===== src/hw/rtl/mconv_ram.sv =====
module mconv_ram #(
	parameter int WIDTH = 16,
	parameter int DEPTH = 256,
	localparam int AW = (DEPTH > 1) ? $clog2(DEPTH) : 1
) (
	input  logic             clk,
	input  logic             we,
	input  logic [AW-1:0]    waddr,
	input  logic [WIDTH-1:0] wdata,
	input  logic [AW-1:0]    raddr,
	output logic [WIDTH-1:0] rdata
);

	logic [WIDTH-1:0] mem_q [DEPTH];

	always_ff @(posedge clk) begin
		if (we) begin
			mem_q[waddr] <= wdata;
		end
		rdata <= mem_q[raddr];
	end

endmodule


===== config.mk =====
export PLATFORM = sky130hd
export DESIGN_NAME = mconv_ram
export DESIGN_NICKNAME = d
export VERILOG_FILES = /design/src/hw/rtl/mconv_ram.sv
export SDC_FILE = /design/constraint.sdc
export NUM_CORES = 2
export LEC_CHECK = 0
export BUFFER_PORTS_ARGS = -buffer_cell sky130_fd_sc_hd__buf_2
export CAP_MARGIN = 20
export CELL_PAD_IN_SITES_DETAIL_PLACEMENT = 0
export CELL_PAD_IN_SITES_GLOBAL_PLACEMENT = 1
export CORE_MARGIN = 2
export CORE_UTILIZATION = 55
export CTS_BUF_LIST = sky130_fd_sc_hd__clkbuf_4
export DETAILED_ROUTE_END_ITERATION = 8
export GPL_ROUTABILITY_DRIVEN = 0
export PLACE_DENSITY = 0.89
export SYNTH_ARGS = -nofsm -noshare
export SYNTH_HDL_FRONTEND = slang
export SYNTH_SLANG_ARGS = --single-unit
export TNS_END_PERCENT = 1

===== constraint.sdc =====
create_clock -name clk -period 2.7 [get_ports clk]
set_input_delay 0.135 -clock clk [delete_from_list [all_inputs] [get_ports clk]]
set_output_delay 0.135 -clock clk [all_outputs]
set_load 0.1 [all_outputs]

# ---- After elaboration in Yosys (flattened, before gate mapping)
# Memory sizes are Yosys's and may differ from the RTL's. A register that Yosys moved wholly into a read port is not among the register bits.
# Index checks and enable logic that the tools add are counted.
dict set report totals {
  ff_bits 0
  ram_bits 4096
  input_bits 34
  output_inout_bits 16
  elab_cells 3
  n_memories 1
}
dict set report classes {
  n_mux 2
}
# memory depth word_bits rd rd_ports_with_merged_regs wr line
set memory_table {}
lappend memory_table {mem_q 256 16 1 1 1 14} ;# logic [WIDTH-1:0] mem_q [DEPTH];
# operator n
set op_table {}
lappend op_table {{1-bit 2-to-1 mux} 2}

# ---- Longest topological paths before layout
dict set report depth {
  depth_word 2
  depth_mapped 12
  depth_no_buf 6
}

# ---- Worst setup path before layout
# Ideal clock, no wire load.
dict set report synth_timing {
  path_type {input port to flip-flop}
  start {input waddr[3]}
  end {memory mem_q[235][0], enable pin}
  setup_ns 0.388
  arrival_ns 1.912
  required_ns 2.312
  path_slack_ns 0.400
  path_stages 6
  n_path_buf 3
  cell_sequence {clkbuf_1 > nor2b_1 > clkbuf_1 > nand4_1 > clkbuf_1 > nor2_1}
}
# item line
set synth_lines {}
lappend synth_lines {{start: declaration} 8} ;# input logic [AW-1:0] waddr,
lappend synth_lines {{end: declaration} 14}
# No word-level cell before the write port.

==> run metrics <==
# fillers 18100; cell mode on critical path buf_4; status finished clean; remaining global-route overflow 0; Max-slew headroom 25.5%; cell breakdown of the critical path mux4_2 -> mux2_2 -> a22oi_1 -> buf_4 -> nand2_1 -> o32ai_4 -> buf_4 -> nor4_1; asr flop ratio synth 0%; Metal-1 WL 141000 um; Die Y 541 um; 1st-pass router iterations 6; sequential share of the synthesized area 77.7%; clock skew after layout 0.129 ns; dpl hpwl 258000 um; CP Class reg -> reg; Net Count, Synth 7394; first-pass GRT wire length 605000 um; met3 WL post-DR 55200 um; Post-Place Cells 11600; RSZ-0062 raised after global routing no; DR iter-0 viols 13700; clk slew on worst S/H paths 0.07 ns; CTS root buf clkbuf_4; Setup crit end kind flop; Routed WL 423000 um; Ports 50; vias in the first global route 87600; Final TNS setup 0 ns; Leak 0.0604 uW; setup violators final 0; Period Utilization, post-route 99.8%; largest net degree at the start of global routing 117; nets 8895; utilization after layout 63.5%; top_reg_cell synth edfxtp_1; routed wl met2 201000 um; Seq cells post-synth 4112; Clock Latency Late Sink 1.45 ns; fin. max-slew vios 0; EDFF count, synth 4096; slowest stage cell on the critical path o32ai_4; Port Buffers 49; fin cells 13400; syn_area_per_cell 21.6 um^2; Worst Tran Pin Value 1.11 ns; Tightest Hold Check Type in -> reg; achievable clock frequency 371 MHz; Power Density 691 mW/mm^2; vias per inst 6.49; Num Clock Sinks 4112; warnings from Yosys 0; Cell variety after synth 52; initial antenna violation count 21; Die W 541 um; Tot GR Track Use 28.7%; CTS Buffer Depth 4; post-synthesis instance total 7360; postcts setup bufs 0; critical path's largest stage delay 0.50 ns; Top Metal Used met5; Mapped Area 0.159 mm^2; DRC errors left 0; initial core utilization 55.2%; Crit Path Max Fanout 1; CTS tree yes; die area 0.293 mm^2; Max Cap Violations 0; DR vias 87100; crit start category flop; data arrival time of the worst path 3.96 ns; CTS Buf Count 921; routed len/inst 31.6 um; antenna-violating nets left 0; peak supply drop 347 uV; Area growth syn-to-layout 15.1%; number of cell rows 197; H-tree depth 6; layout cells sized above 1 34.6%; Hold Vio Cnt, Final 0; Req. time, crit path 3.96 ns; smallest hold slack 0.163 ns; Placeable Area 0.288 mm^2; min Tclk post-route 2.70 ns
[cells in the final DEF (no fill, tap or decap), types with 17 or more instances in the layout]
cell type      count
nand3_1           26
clkinv_2          27
inv_6             20
o32ai_1           18
buf_4            781
buf_8             17
edfxtp_1        4096
nor4_1            17
nand4_1           26
diode_2           22
a21oi_1          175
buf_2             28
o22ai_1          148
nor2_1           288
a22o_1            31
a211oi_1          18
a221oi_1          26
o221ai_1         252
mux2i_1          565
buf_12           123
a22oi_1           43
clkinv_1         243
mux4_2           797
dlygate4sd3_1     63
o21ai_0           37
clkbuf_4        1343
nor3_1            90
mux2_2            88
nand2_1           38
[flip-flops by register name, indices dropped and copies added (netlist names)]
name   flops
mem_q   4096
rdata     16
[per-stage QoR]
step,setup slack [ns],instance area (um^2),power [uW]
after floorplan,0.400,159000,75600
after global placement,-0.826,170000,79000
after detailed placement,-0.838,170000,79200
after CTS,0.0111,183000,127000
after global routing,0.0180,183000,130000
final,0.00480,183000,126000
[power by group]
part / switching [uW] / internal, uW / total [uW]
clock network: 24000 / 24100 / 48100
registers: 146 / 70300 / 70400
logic: 4900 / 2840 / 7740
total: 29000 / 97300 / 126000
[critical path, delay by kind of cell (launching register included)]
kind,cells,cell delay [ns]
mux,2,0.75
flops,1,0.37
buf+inv,2,0.35
simple gates,2,0.20
compound gates,2,0.80
[area by class of cell]
cell class	instances	area (um^2)	area share, %
Sequential cell	4112	123000	67.5
Antenna cell	22	55.1	0.0301
Tap cell	3781	4730	2.59
Clock inverter	328	1790	0.982
Inverter	4	27.5	0.0151
Clock buffer	1343	10100	5.52
Multi-Input combinational cell	2792	32900	18.0
Timing Repair Buffer	1030	9810	5.37
[cells by family (layout without fill, tap and decap cells)]
kind of cell	Yosys count	in the layout	synth area share, %
DFF	4112	4112	77.7
muxes	1450	1450	15.5
AOI/OAI and AO/OA	786	786	3.54
and+or+nand+nor	556	556	1.57
buffers and inverters	456	2705	1.69
other	0	22	0
[per-layer routing]
metal	vias to the layer above	global-route usage (%)
met4	10	15.8
met1	44200	37.1
li1	35100	-
met3	1094	7.48
met2	6734	45.0
met5	-	0
[cell usage after synthesis (all sizes together) (26+ instances only)]
library cell,number,area (um^2)
o221ai,253,2220
nand3,35,175
o21ai,38,190
nand2,38,143
buf,222,1810
a22o,32,280
a221oi,28,245
o22ai,148,926
a22oi,43,323
edfxtp,4096,123000
nor2,304,1140
nor3,92,460
clkbuf,230,863
mux4,797,17900
mux2,88,991
a21oi,175,876
mux2i,565,5660
nand4,26,163
[final timing paths]
path / depth (start not counted) / slack, ns / startpoint / end
min reg2reg: 6 / 1.09 / mem_q[208][3] / rdata[3]
max reg2reg: 8 / 0.005 / mem_q[1][12] / rdata[12]
max: 8 / 0.005 / mem_q[1][12] / rdata[12]
min: 6 / 0.16 / raddr[5] / rdata[5]
[what timing repair did]
action	CTS	global route
setup endpoints to repair	4	2
endpoints found under the hold margin	8190	0
hold buffers	79	0
gates resized for setup	6	2
pin swaps	0	0
(Power assumes the default switching activity.)
