### src/hw/rtl/mconv_pkg.sv
package mconv_pkg;

	localparam int IDX_W  = 16;
	localparam int PIX_W  = 16;
	localparam int SUM_W  = 40;
	localparam int PROD_W = 2 * PIX_W;
	localparam int DIM_W  = 9;
	localparam int KDIM_W = 4;
	localparam int CFG_IDX_W = 3;
	localparam int CFG_W  = DIM_W;
	localparam int CRD_W  = DIM_W + 2;
	localparam int BASE_W = 20;
	localparam int AREA_W = 2 * DIM_W;
	localparam int STEP_W = $clog2(IDX_W + 1);

	localparam logic [1:0] ACT_LOAD_KERNEL = 2'd0;
	localparam logic [1:0] ACT_LOAD_PIXEL  = 2'd1;
	localparam logic [1:0] ACT_COMPUTE     = 2'd2;

	localparam logic [CFG_IDX_W-1:0] CFG_IMAGE_WIDTH   = 3'd0;
	localparam logic [CFG_IDX_W-1:0] CFG_IMAGE_HEIGHT  = 3'd1;
	localparam logic [CFG_IDX_W-1:0] CFG_KERNEL_WIDTH  = 3'd2;
	localparam logic [CFG_IDX_W-1:0] CFG_KERNEL_HEIGHT = 3'd3;
	localparam logic [CFG_IDX_W-1:0] CFG_MASK_ENABLE   = 3'd4;

	typedef enum logic [2:0] {
		ST_IDLE,
		ST_DIV,
		ST_TAP,
		ST_DRAIN,
		ST_DONE
	} state_t;

	typedef struct packed {
		logic clear;
		logic valid;
	} mac_ctrl_t;

endpackage

### src/hw/rtl/mconv_mac.sv
module mconv_mac import mconv_pkg::*; (
	input  logic                    clk,
	input  logic                    arst_n,
	input  mac_ctrl_t               ctrl,
	input  logic signed [PIX_W-1:0] pixel,
	input  logic signed [PIX_W-1:0] weight,
	output logic signed [SUM_W-1:0] sum
);

	logic signed [PROD_W-1:0] prod_s2;
	logic signed [SUM_W-1:0]  acc_q;

	always_ff @(posedge clk or negedge arst_n) begin
		if (!arst_n) begin
			prod_s2 <= '0;
			acc_q   <= '0;
		end else begin
			if (ctrl.valid) begin
				prod_s2 <= pixel * weight;
			end else begin
				prod_s2 <= '0;
			end
			if (ctrl.clear) begin
				acc_q <= '0;
			end else begin
				acc_q <= acc_q + SUM_W'(prod_s2);
			end
		end
	end

	assign sum = acc_q;

endmodule

### config.mk
export PLATFORM = sky130hd
export DESIGN_NAME = mconv_mac
export DESIGN_NICKNAME = d
export VERILOG_FILES = /design/src/hw/rtl/mconv_pkg.sv /design/src/hw/rtl/mconv_mac.sv
export SDC_FILE = /design/constraint.sdc
export NUM_CORES = 1
export LEC_CHECK = 0
export ABC_AREA = 1
export BUFFER_PORTS_ARGS = -buffer_cell sky130_fd_sc_hd__buf_4
export CORE_MARGIN = 2
export CORE_UTILIZATION = 40
export CTS_CLUSTER_SIZE = 12
export DETAILED_ROUTE_END_ITERATION = 10
export PLACE_DENSITY = 0.62
export SYNTH_ARGS = -nofsm -noshare
export SYNTH_HDL_FRONTEND = slang
export SYNTH_SLANG_ARGS = --single-unit
### constraint.sdc
create_clock -name clk -period 1.83 [get_ports clk]
set_input_delay 0.0915 -clock clk [delete_from_list [all_inputs] [get_ports clk]]
set_output_delay 0.0915 -clock clk [all_outputs]
set_load 0.03 [all_outputs]
======== After elaboration in Yosys (flattened, before gate mapping) ========
Cells that the tools add are included.
word-level totals
  output and inout port bits .............. 40
  bits of input ports ..................... 36
  bits in registers ....................... 72
operators by class
  multiply operators ...................... 1
  multiplexer cells ....................... 2
  $add $sub $neg .......................... 1
operators with widths
  operator                                        number
  40-bit by 32-bit adder with 40-bit output       1
  40-bit two-way mux                              1
  16-bit by 16-bit multiplier with 32-bit output  1
  32-bit two-way mux                              1

======== Depth between registers and ports, before layout ========
  word-level depth ........................ 2
  depth in mapped cells ................... 26
  mapped depth without buffers ............ 24

======== Worst setup path before layout ========
Ideal clock, no wire load.
  kind .................................... input to register
  start point ............................. input weight[5]
  end point ............................... register prod_s2[27]
  path slack .............................. -3400 ps
  required time ........................... 1713 ps
  stages on the path ...................... 22
  setup time .............................. 117 ps
  data arrival time ....................... 5113 ps
  path buffers ............................ 2
  cell sequence ........................... clkbuf_1 > clkbuf_1 > nand2_1 > fa_1 > inv_1 > fa_1 > fa_1 > fa_1 > fa_1 > inv_1 > fa_1 > inv_1 > ha_1 > nand2_1 > nor2_1 > inv_1 > nor3_1 > nand3_1 > nand3_1 > nand2_1 > nand2_1 > nor2_1
between the ends
  cells in the longest elaborated chain, start to end .. 2
RTL lines
  item                                            line             RTL
  from (decl)                                     mconv_mac.sv:6   input logic signed [PIX_W-1:0] weight,
  16-bit by 16-bit multiplier with 32-bit output  mconv_mac.sv:19  prod_s2 <= pixel * weight;
  32-bit two-way mux                              mconv_mac.sv:18  if (ctrl.valid) begin
  to (signal assigned)                            mconv_mac.sv:19
  to (decl)                                       mconv_mac.sv:10  logic signed [PROD_W-1:0] prod_s2;
Every way passes these cells.

======== Worst setup path after layout ========
  start point ............................. input weight[15]
  end point ............................... register prod_s2[20]
The elaborated chain is that of the path after synthesis.

==> summary.txt <==
Synth
  • Ys Warns: 0
  • Netlist cell types: 33
  • Most numerous cell in the Yosys netlist: nand2_1
  • Share of the synthesized area in the top cell type: 32.9%
  • EDFF count, synth: 0
  • Syn Nets: 2704
  • Top post-synthesis cells by area: fa_1 (33%), nand2_1 (16%), inv_1 (15%), dfrtp_1 (11%), ha_1 (9.5%)
  • Post-synth top flop: dfrtp_1
  • Synthesized cell area: 0.0160 sq mm
  • Avg Inst Size Synth: 7.00 sq um
  • Top post-synthesis cells by count: nand2_1 (696), inv_1 (628), fa_1 (263)
  • Register area share after synthesis: 11.3%
  • Synth area leader: fa_1
  • Ys async rst share: 100%
  • Post-Syn Instances: 2284
  • Seq cells post-synth: 72

Global routing
  • Vias in the first global route: 15900
  • Largest net degree at the start of global routing: 39
  • First-pass GRT wire length: 79.0 mm
  • Initial antenna violation count: 0
  • Total gr overflow: 0
  • GRT Total Usage: 24.0%

Timing
  • Tcrit/Tclk final: 259%
  • Max Fclk: 211 MHz
  • Max-slew headroom: 65.2%
  • Worst Slack Setup Final: -2.91 ns
  • Setup TNS: -71.01 ns
  • Min Clock Period, post-route: 4.74 ns
  • Slew @ Worst Pin: 0.522 ns
  • Final hold vios: 0
  • Final Max Slew Viols: 0
  • Unrepaired setup endpoints after global routing: true
  • Clock Skew: 0.00886 ns
  • Final setup fails: 48

Worst setup path
  • R2R Path Start: prod_s2[15]$_DFF_PN0_
  • Crit path required time: 2.12 ns
  • FF-to-FF End: sum[24]$_DFF_PN0_
  • R2r setup slk: -0.16 ns
  • Startpoint Class: input pin
  • Worst Setup Path Type: in2reg
  • Worst setup EP type: register
  • CP Launch Point: weight[15]
  • Worst Path Max Fanout: 4
  • Depth of the worst register-to-register path: 14
  • Arr. time, crit path: 5.02 ns

CTS
  • Worst-Skew Late Latency: 0.36 ns
  • Clock sinks: 72
  • CTS Buf Count: 9
  • Clock buffer depth: 2
  • CTS tree: built
  • Clock Tree Root: clkbuf_16
  • H-Tree Depth: 3
  • Clock transition at the registers of the reported paths: 0.06 ns

Drt
  • Routed WL: 49.6 mm
  • Pre-antenna DRT Iters: 6
  • Vias/cell: 4.82
  • DR WL/cell: 15.6 um
  • Initial DRC count: 916
  • Routed Antenna Nets: 0
  • Drt drc: 0
  • Vias: 15300

Run
  • Max-Cap Viols: 0

Floorplanning
  • CORE AREA: 0.0396 sq mm
  • Num ports: 76
  • Full die area: 0.0416 sq mm
  • Die Y: 204 um
  • Starting Density: 40.3%
  • Die X: 204 um
  • FP Rows: 73

Hold path
  • Hold Path Cell Cnt: 3
  • Hold wc startpoint: ctrl[0]
  • Worst hold path class: in2reg
  • Endpoint, Worst Hold: prod_s2[1]$_DFF_PN0_

Finish
  • Finished Core Util: 59.9%
  • Multi-input logic area: 0.0149 sq mm
  • Area Growth Syn to Fin: 48.4%
  • Filler instances: 3458
  • Layout cells sized above 1: 39.8%
  • Nets: 3063
  • # diodes: 0
  • Reg area: 0.00181 sq mm

Place
  • Final Wtd Congestion: 0.945
  • PortBufs: 75
  • Hpwl dp: 40.1 mm

Run status
  • Run status: finished with violations
  • Failing checks: negative setup slack
repair_timing:
item | CTS | global route
hold buffers | 1 | 0
gates resized for setup | 332 | 467
setup buffers | 25 | 48
endpoints found under the hold margin | 34 | 0
pin swaps | 98 | 231
setup endpoints to repair | 57 | 60
routing by layer:
metal | global-route usage (%) | wire, um | share of wire, %
met5 | 0 | 0 | 0
met2 | 42.8 | 25000 | 50
met3 | 2.52 | 2290 | 4.6
met4 | 3.91 | 1150 | 2.3
met1 | 32.1 | 21200 | 43
registers in the layout, summed over array words and instances (netlist names):
name,count
prod_s2,32
sum,40
layout make-up:
| type | count | area share, % |
|---|---|---|
| multi-input combinational | 1520 | 62.7 |
| timing repair buffer | 411 | 15.5 |
| inverter | 629 | 10.1 |
| sequential | 72 | 7.62 |
| tap | 525 | 2.77 |
| clock buffer | 9 | 0.949 |
| clock inverter | 7 | 0.301 |
worst max-delay path: stages:
cell and delay (ns):
buf_6 0.07, clkinvlp_4 0.13, buf_12 0.17, or2_4 0.22
fa_1 0.45, fa_1 0.49, inv_1 0.05, fa_2 0.53
fa_1 0.43, fa_1 0.51, inv_2 0.04, fa_1 0.49
inv_2 0.05, ha_4 0.22, buf_8 0.13, a21oi_4 0.21
o21ai_4 0.11, nand2_2 0.09, nand2_2 0.06, nand3b_1 0.20
nand2_1 0.09, nand2_1 0.06, nor2_2 0.11
how the worst max path moves through the flow:
stage | slack (ns) | end
6_report | -2.91 | prod_s2[20]$_DFF_PN0_
5_1_grt | -3.08 | prod_s2[30]$_DFF_PN0_
4_1_cts | -2.86 | prod_s2[30]$_DFF_PN0_
3_5_place_dp | -3.41 | prod_s2[26]$_DFF_PN0_
3_3_place_gp | -3.36 | prod_s2[20]$_DFF_PN0_
2_1_floorplan | -2.91 | prod_s2[31]$_DFF_PN0_
layout by cell type (no fill, tap or decap), types with 39 or more instances in the layout:
cell       n
inv_1    539
nand2_1  500
buf_4    302
fa_1     234
nand2_2  125
nor2_1    86
buf_6     81
ha_4      79
inv_2     77
nand2_4   67
dfrtp_1   67
nor2_4    50
nor2_2    42
a21oi_2   39
ha_1      39
through the flow:
step                      setup slack [ns]  area, sq um  hold slack, ns  cells
after floorplan                      -2.91        17100          -0.204   2284
after global placement               -3.36        19700          0.0978   3089
after detailed placement             -3.41        19700           0.104   3089
after CTS                            -2.86        21700           0.115   3130
after global routing                 -3.08        23700           0.144   3173
final                                -2.91        23700           0.127   3173
kinds of logic after synthesis:
group	count (synthesis)	share of synthesized area [%]
flops	72	11.3
simple gates	982	24.5
xor+xnor	17	0.931
buf+inv	692	16.3
fa+ha+maj	384	42.4
compound gates	137	4.60
Power is not shown: default switching activity piles up to over one toggle a cycle in this logic, so the estimate is an artifact.
