===== src/hw/rtl/mconv_pkg.sv =====
package mconv_pkg;

	localparam int IDX_W  = 16;
	localparam int PIX_W  = 16;
	localparam int SUM_W  = 40;
	localparam int PROD_W = 2 * PIX_W;
	localparam int DIM_W  = 9;
	localparam int KDIM_W = 4;
	localparam int CFG_IDX_W = 3;
	localparam int CFG_W  = DIM_W;
	localparam int CRD_W  = DIM_W + 2;
	localparam int BASE_W = 20;
	localparam int AREA_W = 2 * DIM_W;
	localparam int STEP_W = $clog2(IDX_W + 1);

	localparam logic [1:0] ACT_LOAD_KERNEL = 2'd0;
	localparam logic [1:0] ACT_LOAD_PIXEL  = 2'd1;
	localparam logic [1:0] ACT_COMPUTE     = 2'd2;

	localparam logic [CFG_IDX_W-1:0] CFG_IMAGE_WIDTH   = 3'd0;
	localparam logic [CFG_IDX_W-1:0] CFG_IMAGE_HEIGHT  = 3'd1;
	localparam logic [CFG_IDX_W-1:0] CFG_KERNEL_WIDTH  = 3'd2;
	localparam logic [CFG_IDX_W-1:0] CFG_KERNEL_HEIGHT = 3'd3;
	localparam logic [CFG_IDX_W-1:0] CFG_MASK_ENABLE   = 3'd4;

	typedef enum logic [2:0] {
		ST_IDLE,
		ST_DIV,
		ST_TAP,
		ST_DRAIN,
		ST_DONE
	} state_t;

	typedef struct packed {
		logic clear;
		logic valid;
	} mac_ctrl_t;

endpackage


===== src/hw/rtl/mconv_div.sv =====
module mconv_div import mconv_pkg::*; (
	input  logic              clk,
	input  logic              arst_n,
	input  logic              start,
	input  logic [IDX_W-1:0]  dividend,
	input  logic [DIM_W-1:0]  divisor,
	output logic              done,
	output logic [IDX_W-1:0]  quotient,
	output logic [DIM_W-1:0]  remainder
);

	logic              busy_q;
	logic              done_q;
	logic [STEP_W-1:0] cnt_q;
	logic [DIM_W-1:0]  rem_q;
	logic [IDX_W-1:0]  quo_q;
	logic [DIM_W:0]    trial;
	logic [DIM_W:0]    diff;
	logic              fits;

	assign trial = {rem_q, quo_q[IDX_W-1]};
	assign fits  = trial >= {1'b0, divisor};
	assign diff  = trial - {1'b0, divisor};

	always_ff @(posedge clk or negedge arst_n) begin
		if (!arst_n) begin
			busy_q <= 1'b0;
			done_q <= 1'b0;
			cnt_q  <= '0;
		end else begin
			done_q <= 1'b0;
			if (start) begin
				busy_q <= 1'b1;
				cnt_q  <= STEP_W'(IDX_W);
			end else if (busy_q) begin
				cnt_q <= cnt_q - 1'b1;
				if (cnt_q == STEP_W'(1)) begin
					busy_q <= 1'b0;
					done_q <= 1'b1;
				end
			end
		end
	end

	always_ff @(posedge clk) begin
		if (start) begin
			rem_q <= '0;
			quo_q <= dividend;
		end else if (busy_q) begin
			rem_q <= fits ? diff[DIM_W-1:0] : trial[DIM_W-1:0];
			quo_q <= {quo_q[IDX_W-2:0], fits};
		end
	end

	assign done      = done_q;
	assign quotient  = quo_q;
	assign remainder = rem_q;

endmodule


===== config.mk =====
export PLATFORM = sky130hd
export DESIGN_NAME = mconv_div
export DESIGN_NICKNAME = d
export VERILOG_FILES = /design/src/hw/rtl/mconv_pkg.sv /design/src/hw/rtl/mconv_div.sv
export SDC_FILE = /design/constraint.sdc
export NUM_CORES = 1
export LEC_CHECK = 0
export CORE_MARGIN = 2
export CORE_UTILIZATION = 40
export DETAILED_ROUTE_END_ITERATION = 8
export DONT_BUFFER_PORTS = 1
export GPL_ROUTABILITY_DRIVEN = 0
export PLACE_DENSITY_LB_ADDON = 0.3
export SYNTH_ARGS = -nofsm -noshare
export SYNTH_HDL_FRONTEND = slang
export SYNTH_SLANG_ARGS = --single-unit

===== constraint.sdc =====
create_clock -name clk -period 2.7 [get_ports clk]
set_input_delay 0.27 -clock clk [delete_from_list [all_inputs] [get_ports clk]]
set_output_delay 0.27 -clock clk [all_outputs]
set_load 0.1 [all_outputs]

[Word level (Yosys, flattened, before mapping)]
Cells that the tools add are included.
Storage, ports and cells
  flip-flop bits (word level): 32
  input port bits: 28
  output and inout bits: 26
  word-level logic and storage cells: 21
Cells by class
  add/subtract/negate cells: 2
  magnitude comparators: 1
  eq/ne operators: 1
  multiplexer cells: 11
  reductions and logical operators: 1
Operator list (count)
  2-to-1 mux 16 bit: 2
  >= comparator 10 x 9 -> 1 bit: 1
  2-to-1 mux 5 bit: 2
  2-to-1 mux 9 bit: 1
  subtractor 9 bit: 1
  2-to-1 mux 1 bit: 6
  == test 5 x 1 -> 1 bit, second input constant: 1
  subtractor 5 x 1 -> 5 bit, second input constant: 1
  nonzero test 2 bit: 1

[Depth between registers and ports, before layout]
  word-level depth: 4
  mapped depth: 10
  depth with buffers taken out: 9

[Worst setup path before layout]
Ideal clock, no wire load.
  path kind: flip-flop to flip-flop
  start point: register quo_q[15], in the netlist quotient[15]
  end point: register quo_q[0], in the netlist quotient[0] (data pin)
  library setup time: 260 ps
  arrival time: 2726 ps
  data required time: 2440 ps
  slack: -286 ps
  stages on the path, launching flop included: 11
  buffers on the path: 1
  period minus slack after synthesis: 2986 ps
  cell sequence: edfxtp_1 > inv_1 > ha_1 > inv_1 > fa_1 > a21o_1 > a221oi_2 > o22ai_2 > or2_0 > buf_2 > mux2_2
On the way
  word-level cells in the longest chain between the ends: 3
RTL lines
  start: declaration: RTL line mconv_div.sv:16  | logic [IDX_W-1:0] quo_q;
  start signal: assignment: RTL line mconv_div.sv:48  | quo_q <= dividend;
  start signal: assignment: RTL line mconv_div.sv:51  | quo_q <= {quo_q[IDX_W-2:0], fits};
  >= comparator 10 x 9 -> 1 bit: RTL line mconv_div.sv:22  | assign fits = trial >= {1'b0, divisor};
  2-to-1 mux 16 bit: RTL line mconv_div.sv:49  | end else if (busy_q) begin
  2-to-1 mux 16 bit: RTL line mconv_div.sv:46  | if (start) begin
No other way between the ends. The select of a mux whose other input is x is not followed.
A chain may end at the register's enable or synchronous reset.

[Worst setup path after layout]
  start point: register quo_q[15], in the netlist quotient[15]
  end point: register rem_q[2], in the netlist remainder[2]
On the way
  word-level cells in the longest chain between the ends: 2
  elaborated cells on any way between the ends: 3
  classes of those cells: add/sub: 1; order compare: 1; mux: 1
RTL lines
  subtractor 9 bit / >= comparator 10 x 9 -> 1 bit (equally long branches): RTL line mconv_div.sv:23, mconv_div.sv:22
  2-to-1 mux 9 bit (*): RTL line mconv_div.sv:50  | rem_q <= fits ? diff[DIM_W-1:0] : trial[DIM_W-1:0];
  end signal: assignment: RTL line mconv_div.sv:50
  end: declaration: RTL line mconv_div.sv:15  | logic [DIM_W-1:0] rem_q;
Mark *: on every way between the ends. The rest lies on a longest branch, timed or not.

==> flow_metrics.env <==
export IMPL_run_status="complete, no violations"
export IMPL_synth_net_count=213
export IMPL_global_route_usage_met1_pct=18.8
export IMPL_insertion_delay_ps=290
export IMPL_cp_arrival_ps=2690
export IMPL_holdCritPathClass="in -> reg"
export IMPL_final_min_period_over_clock_period_pct=92.9
export IMPL_slew_viol_final=0
export IMPL_crit_path_max_incr_delay_ps=390
export IMPL_startpoint_type="flip-flop"
export IMPL_synthesis_yosys_warnings=0
export IMPL_clock_sinks=32
export IMPL_grt_start_max_net_pins=30
export IMPL_cts_inserted_buffers=5
export IMPL_finalWorstPathRequiredPeriod_ps=2510
export IMPL_io_pin_count=54
export IMPL_critical_path_slowest_cell="sky130_fd_sc_hd__edfxtp_1"
export IMPL_r2r_end="remainder[2]"
export IMPL_grt_pass1_wl_um=6400
export IMPL_area_growth_syn_to_layout_pct=14.4
export IMPL_postRouteWirelength_um=4070
export IMPL_fin_nets=227
export IMPL_timing_max_slew_rel_slack_pct=37.5
export IMPL_worst_case_hold_slack_ps=36.9
export IMPL_antenna_violations_before_repair=0
export IMPL_reg2reg_setup_slack_ps=190
export IMPL_hold_path_end="cnt_q[2]"
export IMPL_path_class="reg -> reg"
export IMPL_cp_top_family="compound AO/OA/AOI/OAI gates"
export IMPL_fp_dieW_um=72.2
export IMPL_clkTransAtPathRegs_ps=70
export IMPL_maximum_fanout_count_along_the_critical_path=10
export IMPL_finish_utilization_pct=48.3
export IMPL_syn_instance_count=173
export IMPL_synth_edf_count=16
export IMPL_rsz0062_at_grt="false"
export IMPL_core_area_sq_um=4410
export IMPL_synthTopCellsByArea="sky130_fd_sc_hd__edfxtp_1, sky130_fd_sc_hd__dfxtp_1, sky130_fd_sc_hd__mux2_2"
export IMPL_timing_critical_path_mode_cell="sky130_fd_sc_hd__inv_1"
export IMPL_critPathCaptureType="flip-flop"
export IMPL_synthArstFlopShare_pct=21.9
export IMPL_detailedPlacementHpwl_um=3070
export IMPL_chipHeight_um=72.2
export IMPL_clock_fmax_ghz=0.399
export IMPL_clock_tree_buffer_depth=2
export IMPL_startpoint="quotient[15]"
export IMPL_die_area_sq_um=5220
export IMPL_syn_cell_area_sq_um=1860
export IMPL_cp_data_required_time_ps=2880
export IMPL_synth_top_area_share_pct=25.8
export IMPL_busiest_layer="met2"
export IMPL_detailedRoute_firstPassIterationCount=4
export IMPL_syn_area_per_cell_sq_um=10.8
export IMPL_row_count=24
export IMPL_synth_largest_area_cell="sky130_fd_sc_hd__edfxtp_1"
export IMPL_critical_path_buf_inv_count=3
export IMPL_dr_first_iter_drc_count=53
export IMPL_synthMostInstantiatedCell="sky130_fd_sc_hd__inv_1"
export IMPL_worstReg2RegStart="quotient[15]"
export IMPL_ys_seq_elements=32
export IMPL_port_buffers=0
export IMPL_drt_drc_violations_left=0
export IMPL_synth_ff_type="sky130_fd_sc_hd__edfxtp_1"
export IMPL_tightestPinTransition_ps=937
export IMPL_layout_drive_gt1_share_pct=24.5
export IMPL_antenna_cells_inserted=0
export IMPL_hold_depth=1
export IMPL_post_synth_num_cell_types=43
export IMPL_vias_per_cell=5.68
export IMPL_report_final_hold_viol_count=0
export IMPL_met3_usage_pct=6.94
export IMPL_via_count=1364
export IMPL_tritoncts="yes"
export IMPL_postCtsSetupBuffers=0
export IMPL_grt_util_met2_pct=27.0
export IMPL_antenna_left=0
export IMPL_min_delay_start="start"
export IMPL_gr_total_overflow=0
export IMPL_cts_root_buffer="sky130_fd_sc_hd__clkbuf_8"
export IMPL_worstRegToRegCells=10
export IMPL_cts_max_level=2
export IMPL_drv_max_cap_violation_count=0
export IMPL_timing_critical_path_cells="inv_1 -> ha_1 -> inv_1 -> fa_2 -> a21o_1 -> a221oi_4 -> o22ai_2 -> buf_4 -> or3_1 -> a32o_1"
export IMPL_start_util_pct=42.2
export IMPL_groute_usage_overall_pct=16.1
export IMPL_routed_wire_length_per_instance_um=17.0
export IMPL_synth_seq_area_share_pct=44.9
export IMPL_first_global_vias=1391
export IMPL_leading_post_synthesis_cells_by_instance_count="sky130_fd_sc_hd__inv_1, sky130_fd_sc_hd__edfxtp_1, sky130_fd_sc_hd__mux2_2"
export IMPL_clock_skew_ps=8.53
export IMPL_setup_viol=0
-- how the worst max path moves through the flow --
stage / endpoint / cells past startpoint
2_1_floorplan: quotient[0] / 10
3_3_place_gp: remainder[2] / 10
3_5_place_dp: remainder[2] / 10
4_1_cts: remainder[2] / 10
5_1_grt: remainder[0] / 10
6_report: remainder[2] / 10
-- state kept, by name, summed over array words and instances, names as in the netlist --
name,cells
done,1
remainder,9
quotient,16
busy_q,1
cnt_q,5
-- cell type report --
class                           count  area, sq um
Clock buffer                        5         68.8
Clock inverter                      3         42.5
Fill cell                         398         2280
Inverter                           18         67.6
Multi-Input combinational cell    115          935
Sequential cell                    32          837
Tap cell                           52         65.1
Timing Repair Buffer               15          115
-- routing by layer --
metal	part of all wire (%)	routed length, um
met3	6.0	243
met4	1.2	50
met5	0	0
met2	50	2040
met1	43	1740
-- layout by cell type, fill, tap and decap left out, types with 7 or more instances in the layout --
master	synthesis	final
sky130_fd_sc_hd__nor2_1	8	8
sky130_fd_sc_hd__ha_1	11	11
sky130_fd_sc_hd__dfrtp_1	7	7
sky130_fd_sc_hd__inv_1	18	18
sky130_fd_sc_hd__edfxtp_1	16	16
sky130_fd_sc_hd__a21oi_1	7	7
sky130_fd_sc_hd__mux2_2	16	16
sky130_fd_sc_hd__dfxtp_1	9	8
sky130_fd_sc_hd__nand2_1	9	9
sky130_fd_sc_hd__buf_4	0	14
-- metrics by stage --
step                      setup slack, ps  instances  setup TNS [ps]  cell area (sq um)
after floorplan                      -219        173            -639               1870
after global placement                262        231               0               2000
after detailed placement              179        231               0               2000
after CTS                             180        240               0               2120
after global routing                 33.8        240               0               2130
final                                 192        240               0               2130
-- logic make-up (layout without fill, tap and decap cells) --
group,count (synthesis),count (layout),share of synthesized area (%)
flops,32,32,44.9
simple gates,41,41,12.0
compound gates,36,36,14.4
xor+xnor,8,8,3.76
fa+ha+maj,12,12,8.46
buf+inv,26,41,5.71
mux,18,18,10.7
-- timing repair --
action | in CTS | in global routing
setup endpoints to repair | 0 | 1
gates resized for setup | 0 | 1
endpoints found under the hold margin | 7 | 0
hold buffers | 1 | 0
Power is left out: the tool's default activity adds up to more than one toggle a clock period on the data nets, which glitch-free logic cannot reach.
